### src/sv/snt_pkg.sv
`default_nettype none
// ----------------------------------------------------------------------------
// snt_pkg
// Shared widths, flag codes and word types of the neuron tick pipeline.
// ----------------------------------------------------------------------------
package snt_pkg;

   localparam int LEVEL_BITS    = 32;
   localparam int MAG_BITS      = LEVEL_BITS - 1;
   localparam int VIT_BITS      = 16;
   localparam int TICK_BITS     = 32;
   localparam int FLAG_BITS     = 5;

   localparam logic [FLAG_BITS-1:0] FLAG_SPIKED   = 5'b00010;
   localparam logic [FLAG_BITS-1:0] FLAG_DEAD     = 5'b00100;
   localparam logic [FLAG_BITS-1:0] FLAG_RECEIVER = 5'b10000;

   localparam logic [VIT_BITS-1:0] VIT_ONE  = VIT_BITS'(1);
   localparam logic [MAG_BITS-1:0] MAG_ZERO = '0;

   typedef struct packed {
      logic [TICK_BITS-1:0]         tick_now;
      logic signed [LEVEL_BITS-1:0] level_in;
      logic [FLAG_BITS-1:0]         flags_in;
      logic [VIT_BITS-1:0]          vitality_in;
      logic [TICK_BITS-1:0]         last_spike_in;
      logic [MAG_BITS-1:0]          fire_threshold;
      logic [MAG_BITS-1:0]          leak_amount;
      logic [VIT_BITS-1:0]          spike_cost;
      logic [VIT_BITS-1:0]          vitality_max;
   } req_type;

   typedef struct packed {
      logic [MAG_BITS-1:0]  level_out;
      logic [FLAG_BITS-1:0] flags_out;
      logic [VIT_BITS-1:0]  vitality_out;
      logic [TICK_BITS-1:0] last_spike_out;
   } rsp_type;

   // first stage: compares and differences
   typedef struct packed {
      logic [TICK_BITS-1:0] tick_now;
      logic [TICK_BITS-1:0] last_spike;
      logic [FLAG_BITS-1:0] flags;
      logic [VIT_BITS-1:0]  vitality;
      logic [VIT_BITS-1:0]  vitality_max;
      logic [VIT_BITS-1:0]  vit_less_cost;
      logic [MAG_BITS-1:0]  level_mag;
      logic [MAG_BITS-1:0]  leak_diff;
      logic                 leak_ok;
      logic                 negative;
      logic                 at_threshold;
      logic                 can_afford;
   } cls_type;

   // second stage: record after spike, death or leak
   typedef struct packed {
      logic [MAG_BITS-1:0]  level;
      logic [FLAG_BITS-1:0] flags;
      logic [VIT_BITS-1:0]  vitality;
      logic [VIT_BITS-1:0]  vitality_max;
      logic [TICK_BITS-1:0] last_spike;
      logic                 recover;
   } sel_type;

endpackage
`default_nettype wire

### src/sv/snt_classify.sv
`default_nettype none
// ----------------------------------------------------------------------------
// snt_classify
// First stage: threshold, leak and cost compares and the differences.
// ----------------------------------------------------------------------------
module snt_classify (
   input  wire logic            clock,
   input  wire logic            reset,
   input  wire logic            req_valid,
   output logic                 req_ready,
   input  wire snt_pkg::req_type req_word,
   output logic                 cls_valid,
   input  wire logic            cls_ready,
   output snt_pkg::cls_type     cls_word
);
   import snt_pkg::*;

   logic    valid_ff, valid_in;
   cls_type word_ff, word_in;
   logic    load;

   assign req_ready = !valid_ff || cls_ready;
   assign load      = req_valid && req_ready;
   assign valid_in  = req_ready ? req_valid : valid_ff;

   always_comb begin
      word_in.tick_now      = req_word.tick_now;
      word_in.last_spike    = req_word.last_spike_in;
      word_in.flags         = req_word.flags_in;
      word_in.vitality      = req_word.vitality_in;
      word_in.vitality_max  = req_word.vitality_max;
      word_in.vit_less_cost = req_word.vitality_in - req_word.spike_cost;
      word_in.level_mag     = req_word.level_in[MAG_BITS-1:0];
      word_in.leak_diff     = req_word.level_in[MAG_BITS-1:0] - req_word.leak_amount;
      word_in.leak_ok       = req_word.level_in[MAG_BITS-1:0] >= req_word.leak_amount;
      word_in.negative      = req_word.level_in[LEVEL_BITS-1];
      word_in.at_threshold  = req_word.level_in[MAG_BITS-1:0] >= req_word.fire_threshold;
      word_in.can_afford    = req_word.vitality_in > req_word.spike_cost;
   end

   always_ff @(posedge clock) begin
      if (reset) begin
         valid_ff <= 1'b0;
      end else begin
         valid_ff <= valid_in;
      end
   end

   always_ff @(posedge clock) begin
      if (load) begin
         word_ff <= word_in;
      end
   end

   assign cls_valid = valid_ff;
   assign cls_word  = word_ff;

endmodule
`default_nettype wire

### src/sv/snt_select.sv
`default_nettype none
// ----------------------------------------------------------------------------
// snt_select
// Second stage: spike, death, leak or clamp, and the flag update.
// ----------------------------------------------------------------------------
module snt_select (
   input  wire logic             clock,
   input  wire logic             reset,
   input  wire logic             cls_valid,
   output logic                  cls_ready,
   input  wire snt_pkg::cls_type cls_word,
   output logic                  sel_valid,
   input  wire logic             sel_ready,
   output snt_pkg::sel_type      sel_word
);
   import snt_pkg::*;

   logic    valid_ff, valid_in;
   sel_type word_ff, word_in;
   logic    load;

   assign cls_ready = !valid_ff || sel_ready;
   assign load      = cls_valid && cls_ready;
   assign valid_in  = cls_ready ? cls_valid : valid_ff;

   always_comb begin
      word_in.level        = cls_word.level_mag;
      word_in.flags        = cls_word.flags;
      word_in.vitality     = cls_word.vitality;
      word_in.vitality_max = cls_word.vitality_max;
      word_in.last_spike   = cls_word.last_spike;
      word_in.recover      = 1'b0;
      if ((cls_word.flags & FLAG_DEAD) == '0) begin
         word_in.flags = cls_word.flags & ~FLAG_SPIKED;
         if ((cls_word.flags & FLAG_RECEIVER) == '0) begin
            word_in.recover = 1'b1;
            if (cls_word.negative) begin
               word_in.level = MAG_ZERO;
            end else if (cls_word.at_threshold) begin
               word_in.level = MAG_ZERO;
               if (cls_word.can_afford) begin
                  word_in.vitality   = cls_word.vit_less_cost;
                  word_in.flags      = word_in.flags | FLAG_SPIKED;
                  word_in.last_spike = cls_word.tick_now;
               end else begin
                  word_in.vitality = cls_word.vitality_max;
                  word_in.flags    = word_in.flags | FLAG_DEAD;
               end
            end else begin
               word_in.level = cls_word.leak_ok ? cls_word.leak_diff : MAG_ZERO;
            end
         end
      end
   end

   always_ff @(posedge clock) begin
      if (reset) begin
         valid_ff <= 1'b0;
      end else begin
         valid_ff <= valid_in;
      end
   end

   always_ff @(posedge clock) begin
      if (load) begin
         word_ff <= word_in;
      end
   end

   assign sel_valid = valid_ff;
   assign sel_word  = word_ff;

endmodule
`default_nettype wire

### src/sv/snt_recover.sv
`default_nettype none
// ----------------------------------------------------------------------------
// snt_recover
// Third stage: vitality recovery by one below the ceiling, result register.
// ----------------------------------------------------------------------------
module snt_recover (
   input  wire logic             clock,
   input  wire logic             reset,
   input  wire logic             sel_valid,
   output logic                  sel_ready,
   input  wire snt_pkg::sel_type sel_word,
   output logic                  rsp_valid,
   input  wire logic             rsp_ready,
   output snt_pkg::rsp_type      rsp_word
);
   import snt_pkg::*;

   logic    valid_ff, valid_in;
   rsp_type word_ff, word_in;
   logic    load;

   assign sel_ready = !valid_ff || rsp_ready;
   assign load      = sel_valid && sel_ready;
   assign valid_in  = sel_ready ? sel_valid : valid_ff;

   always_comb begin
      word_in.level_out      = sel_word.level;
      word_in.flags_out      = sel_word.flags;
      word_in.last_spike_out = sel_word.last_spike;
      if (sel_word.recover && (sel_word.vitality < sel_word.vitality_max)) begin
         word_in.vitality_out = sel_word.vitality + VIT_ONE;
      end else begin
         word_in.vitality_out = sel_word.vitality;
      end
   end

   always_ff @(posedge clock) begin
      if (reset) begin
         valid_ff <= 1'b0;
      end else begin
         valid_ff <= valid_in;
      end
   end

   always_ff @(posedge clock) begin
      if (load) begin
         word_ff <= word_in;
      end
   end

   assign rsp_valid = valid_ff;
   assign rsp_word  = word_ff;

endmodule
`default_nettype wire

### src/sv/spiking_neuron_tick.sv
`default_nettype none
// ----------------------------------------------------------------------------
// spiking_neuron_tick
// One tick of a leaky integrate-and-fire neuron with a vitality budget.
// ----------------------------------------------------------------------------
// usage
//   req_ channel: one neuron record plus its layer parameters per word
//   rsp_ channel: the updated record, one word per request word, in order
//   path: each req word passes three register stages in order (compares,
//   select, vitality recovery with the result register) before its rsp
//   word is presented with rsp_valid
//   throughput: one word per cycle while rsp_ready is high; each stage takes
//   a new word whenever it is empty or its word moves on in the same cycle
//   stall: while rsp_ready is low the result register holds its word and
//   the stages behind it keep filling; req_ready drops once all three hold
//   a word, nothing is dropped or repeated
//   reset: synchronous, clears all stage valid bits, block is ready at once
//   no configuration registers, no state kept between words
// ----------------------------------------------------------------------------
module spiking_neuron_tick (
   input  wire logic             clock,
   input  wire logic             reset,
   input  wire logic             req_valid,
   output logic                  req_ready,
   input  wire snt_pkg::req_type req_word,
   output logic                  rsp_valid,
   input  wire logic             rsp_ready,
   output snt_pkg::rsp_type      rsp_word
);
   import snt_pkg::*;

   logic    cls_valid, cls_ready;
   cls_type cls_word;
   logic    sel_valid, sel_ready;
   sel_type sel_word;

   snt_classify u_classify (
      .clock     (clock),
      .reset     (reset),
      .req_valid (req_valid),
      .req_ready (req_ready),
      .req_word  (req_word),
      .cls_valid (cls_valid),
      .cls_ready (cls_ready),
      .cls_word  (cls_word)
   );

   snt_select u_select (
      .clock     (clock),
      .reset     (reset),
      .cls_valid (cls_valid),
      .cls_ready (cls_ready),
      .cls_word  (cls_word),
      .sel_valid (sel_valid),
      .sel_ready (sel_ready),
      .sel_word  (sel_word)
   );

   snt_recover u_recover (
      .clock     (clock),
      .reset     (reset),
      .sel_valid (sel_valid),
      .sel_ready (sel_ready),
      .sel_word  (sel_word),
      .rsp_valid (rsp_valid),
      .rsp_ready (rsp_ready),
      .rsp_word  (rsp_word)
   );

`ifndef SYNTHESIS
   // pipeline empties on reset
   a_reset_clears: assert property (@(posedge clock) reset |=> !rsp_valid)
      else $error("rsp_valid set after reset");

   // an empty result register lets every stage advance
   a_ready_when_empty: assert property (@(posedge clock) disable iff (reset)
      !rsp_valid |-> req_ready)
      else $error("req_ready low with empty result register");

   // a drained result word frees the whole pipe
   a_ready_on_drain: assert property (@(posedge clock) disable iff (reset)
      rsp_valid && rsp_ready |-> req_ready)
      else $error("req_ready low while result drains");

   // a live sender may spike or die, never both
   a_spike_or_die: assert property (@(posedge clock) disable iff (reset)
      sel_valid && sel_word.recover |->
         !(((sel_word.flags & FLAG_SPIKED) != '0) && ((sel_word.flags & FLAG_DEAD) != '0)))
      else $error("live neuron marked both spiked and dead");
`endif

endmodule
`default_nettype wire
### config.mk
export PLATFORM = sky130hd
export DESIGN_NAME = spiking_neuron_tick
export DESIGN_NICKNAME = d
export VERILOG_FILES = /design/src/sv/snt_pkg.sv /design/src/sv/snt_classify.sv /design/src/sv/snt_select.sv /design/src/sv/snt_recover.sv /design/src/sv/spiking_neuron_tick.sv
export SDC_FILE = /design/constraint.sdc
export NUM_CORES = 1
export LEC_CHECK = 0
export ABC_AREA = 1
export BUFFER_PORTS_ARGS = -buffer_cell sky130_fd_sc_hd__buf_2
export CAP_MARGIN = 10
export CORE_ASPECT_RATIO = 1.1
export CORE_MARGIN = 1.5
export CORE_UTILIZATION = 44
export DETAILED_ROUTE_END_ITERATION = 10
export PLACE_DENSITY = 0.75
export SYNTH_ARGS = -nofsm -noshare
export SYNTH_HDL_FRONTEND = slang
export SYNTH_SLANG_ARGS = --single-unit
### constraint.sdc
create_clock -name clock -period 11.5 [get_ports clock]
set_clock_uncertainty 0.1 [all_clocks]
set_input_delay 3.45 -clock clock [delete_from_list [all_inputs] [get_ports clock]]
set_output_delay 3.45 -clock clock [all_outputs]
set_load 0.02 [all_outputs]
* After elaboration in Yosys (flattened, before gate mapping)
Cells that the tools add are included.
Word-level totals: bits of input ports 215, flip-flop bits (word level) 371, output and inout bits 86
Operators by class: reductions and logical operators 12, muxes and demuxes 14, $add $sub $neg 3, order comparisons 4
Operators by type and width (count):
- 52-bit 2-to-1 mux | 2
- 32-bit 2-to-1 mux | 3
- 31-bit 2-to-1 mux | 3
- 33-bit 2-to-1 mux | 2
- 31-bit greater-or-equal comparator | 2
- 19-bit 2-to-1 mux | 3
- 31-bit subtractor | 1
- 16-bit by 1-bit adder with 16-bit output (second input constant) | 1
- 16-bit greater-than comparator | 1
- 16-bit less-than comparator | 1
- 16-bit 2-to-1 mux | 1
- 16-bit subtractor | 1
- 5-bit logical NOT | 2
- 1-bit logical AND | 4
- 1-bit logical NOT | 3
- 1-bit logical OR | 3

* Logic depth before layout (Yosys ltp)
depth after elaboration 5, depth in mapped cells 13, gate-level depth less buffers 13

* Modules after synthesis
Synthesis repeated with hierarchy kept, for this count alone.
Second synthesis, totals: cell total of the unflattened synthesis 1739, area, all modules 17987.3 sq um
By module, submodules not included:
- snt_classify | cells each 1022, sequential area each 5515.3 sq um, instances 1, area each 9740.6 sq um
- snt_select | cells each 442, sequential area each 3052.9 sq um, instances 1, area each 4606.9 sq um
- snt_recover | cells each 275, sequential area each 2542.4 sq um, instances 1, area each 3639.7 sq um

* Least setup slack after synthesis
Ideal clock, no wire load.
path type input to register, from input rsp_ready, to register u_recover.word_ff, in the netlist u_recover.rsp_word[0] (enable), library setup time 554 ps, setup slack 3315 ps, cell stages on the path 2, data required time 10846 ps, arrival 7531 ps, cells stage by stage inv_1 > a21oi_1
On the way: cells in the longest elaborated chain, start to end 2
RTL lines:
- start, declared | line spiking_neuron_tick.sv:27 | input wire logic rsp_ready,
- 1-bit logical OR | line snt_recover.sv:22 | assign sel_ready = !valid_ff || rsp_ready;
- 1-bit logical AND | line snt_recover.sv:23 | assign load = sel_valid && sel_ready;
- net u_recover.load | line snt_recover.sv:20 | logic load;
- end signal, assigned | line snt_recover.sv:47 | word_ff <= word_in;
- end, declared | line snt_recover.sv:19 | rsp_type word_ff, word_in;
The timed path passes the listed nets, and every way through them passes these cells. A chain may end at the register's enable or synchronous reset.

* Worst setup path after layout
from input rsp_ready, to output req_ready
On the way: cells in the longest elaborated chain, start to end 3
RTL lines:
- 1-bit logical OR | line snt_recover.sv:22
- 1-bit logical OR | line snt_select.sv:22 | assign cls_ready = !valid_ff || sel_ready;
- 1-bit logical OR | line snt_classify.sv:22 | assign req_ready = !valid_ff || cls_ready;
- end, declared | line spiking_neuron_tick.sv:24 | output logic req_ready,
No other way between the ends.

==> flow_summary.ini <==
[power]
power_frac_clock_pct = 37.2
pwr_density_cell_nw_per_um2 = 151
pwr-share-seq_pct = 51.7
peakVddDrop_mv = 0.158
leakage_nw = 9.37
switching_share_pct = 23.1
internal-power_w = 0.00239
power_w = 0.00311
power.switching_w = 0.000718
power_frac_comb_pct = 11.0

[synth]
synth_top_family_by_area = simple AND/OR/NAND/NOR gates
synthXorXnorAreaFrac_pct = 1.66
yosys-top-cells-area = edfxtp_1 (64%), nand2_1 (8.0%), ha_1 (6.8%)
synth_area_um2 = 17400
syn_nets = 1863
netlist.area_leader.share_pct = 63.5
yosysWarnings = 0
synth_seq_cells = 371
yosysUniqueCellTypes = 36
synth_mux_area_share_pct = 2.50
netlist_instances = 1552
avgSynthCellArea_um2 = 11.2
synth_adder_area_share_pct = 6.99
yosys.area_share.simple_pct = 14.7
synth_compound_area_share_pct = 4.26
yosysTopAreaCell = edfxtp_1
ys_seq_area_share_pct = 63.9

[global_route]
track_usage_pct = 19.2
grt_antenna_before_repair = 5
grt_pass1_vias = 11900
grt_start_max_net_pins = 66
grt_pass1_wl_um = 60000
grt_overflow = 0

[hold_path]
hold_class = reg2reg
hold_path_depth = 0

[drt]
drt_iter0_markers = 694
wl_per_cell_um = 16.2
dr_total_vias = 11900
viasPerCell = 4.92
dr.pass1.iters = 5
finalWirelength_um = 39000
drc = 0
detail-route-antenna-nets = 0

[die]
start_util_pct = 44.5
die_y_um = 212
fp.dieW_um = 193
io_pins = 301
num_rows = 76
die_area_um2 = 40700
core_um2 = 39100

[layout]
final_nets = 2185
mostFrequentLayoutCell = nand2_1
seqCellArea_um2 = 11100
multi_input_area_um2 = 5240
syn_to_final_growth_pct = 18.8
mostFrequentLayoutCells = nand2_1 (370), edfxtp_1 (368), buf_2 (300), inv_1 (249), nand3_1 (102)
drive_gt1_share_pct = 20.4
fill_cells = 3397

[timing]
fin_tns_setup_ps = 0
fin_crit_ps = 7670
final-setup-viol-count = 0
rsz0062_at_grt = no
timing.hold.ws_ps = 314
tightest_slew_ps = 1000
layout_worst_path_cycle_share_pct = 66.7
hold_violations = 0
slew_viol_final = 0
max_freq_ghz = 0.130
max_slew_margin_pct = 32.8

[worst_setup_path]
arrival_ps = 4120
critPathMaxFanout = 3
critPathCaptureType = output pin
r2r_slack_ps = 8380
worstPathRequired_ps = 7950
startpoint_type = primary input
path_class = in2out
rr_worst_depth = 7

[cts]
cts_tree = built
clkSinkCount = 371
cts_root_buf = clkbuf_16
clock_latency_ps = 520
htreeDepth = 2
cts_buffers = 37
ctsResizeCount = 0
postCtsSetupRepairBufs = 0
clock_path_buffers = 3
hold_buffers = 0
cts.reportedPaths.clkPinSlew_ps = 60

[place]
hpwlAfterDp_um = 30200
portBuffers = 300
place_congestion = 0.935

[flow_run]
cap_viol_max_count = 0

[outcome]
status = complete, no violations
==> final cells by class <==
type                            count  area share [%]
Multi-Input combinational cell    906            25.4
Inverter                          253            4.63
Timing Repair Buffer              305            7.45
Clock inverter                     21           0.848
Clock buffer                       45            4.83
Tap cell                          507            3.07
Antenna cell                        2          0.0242
Sequential cell                   371            53.8
==> path summary, 6_finish.rpt <==
check                                  startpoint                           endpoint
hold reg to reg   u_select.sel_word[32]$_DFFE_PP_   u_recover.rsp_word[31]$_DFFE_PP_
setup reg to reg  u_select.sel_valid$_SDFFE_PP0P_  u_classify.cls_word[60]$_DFFE_PP_
hold / removal    u_select.sel_word[32]$_DFFE_PP_   u_recover.rsp_word[31]$_DFFE_PP_
setup / recovery                        rsp_ready                          req_ready
==> power groups by stage <==
stage	Clock (W)	Combinational, W	Sequential (W)
3_5_place_dp	0	0.000344	0.00164
4_1_cts	0.00119	0.000346	0.00161
2_1_floorplan	0	0.000213	0.00165
6_report	0.00116	0.000343	0.00161
5_1_grt	0.00124	0.000390	0.00162
3_3_place_gp	0	0.000336	0.00164
==> worst max-delay path, cell delays in order <==
cell,delay [ps]
buf_2,90
inv_1,110
nand2_1,80
nor2_1,120
nand2_1,100
buf_2,170
==> flip-flops by register name, summed over array words and instances, names as in the netlist <==
register and count:
u_classify.cls_valid 1, u_classify.cls_word 183, u_recover.rsp_word 84, u_select.sel_word 101
u_recover.rsp_valid 1, u_select.sel_valid 1
==> layer usage <==
metal	part of all wire, %	GRT usage, %
met4	3.7	7.97
met5	0.11	0
met2	52	35.6
met1	38	21.6
met3	5.3	3.00
==> logic make-up after synthesis <==
| logic type | Yosys count |
|---|---|
| and+or+nand+nor | 605 |
| DFF | 371 |
| buffers and inverters | 275 |
| AOI/OAI and AO/OA | 140 |
| adders and majority gates | 96 |
| xor gates and xnor gates | 33 |
| muxes | 32 |
==> synth_stat cells <==
library cell / n
and3_1: 1
buf_6: 3
mux2_4: 20
inv_2: 2
nor2_1: 76
nand3b_1: 2
mux2_1: 9
o21bai_1: 8
o21ai_0: 57
buf_1: 1
buf_2: 2
a211oi_1: 1
a21oi_1: 67
inv_1: 251
and2_1: 1
nor2_8: 1
nor3b_1: 1
nor4_1: 4
xnor2_1: 6
ha_1: 94
nand3_1: 102
mux2_2: 3
xor2_1: 27
nand2_4: 1
nand2_1: 370
nor3_1: 13
or2_4: 1
clkbuf_1: 16
fa_1: 2
a21o_1: 3
edfxtp_1: 368
o211ai_1: 1
nor2_2: 1
dfxtp_1: 3
o21a_1: 3
nand4_1: 31
==> per-stage QoR <==
stage / utilization [%] / setup slack, ps / std cells / area, µm²
after floorplan: - / 3310 / 1552 / 17400
after global placement: 49.9 / 3830 / 2342 / 19500
after detailed placement: 49.9 / 3830 / 2342 / 19500
after CTS: 52.9 / 3820 / 2408 / 20700
after global routing: 52.9 / 3750 / 2410 / 20700
final: 52.9 / 3830 / 2410 / 20700
(Power assumes the default switching activity.)
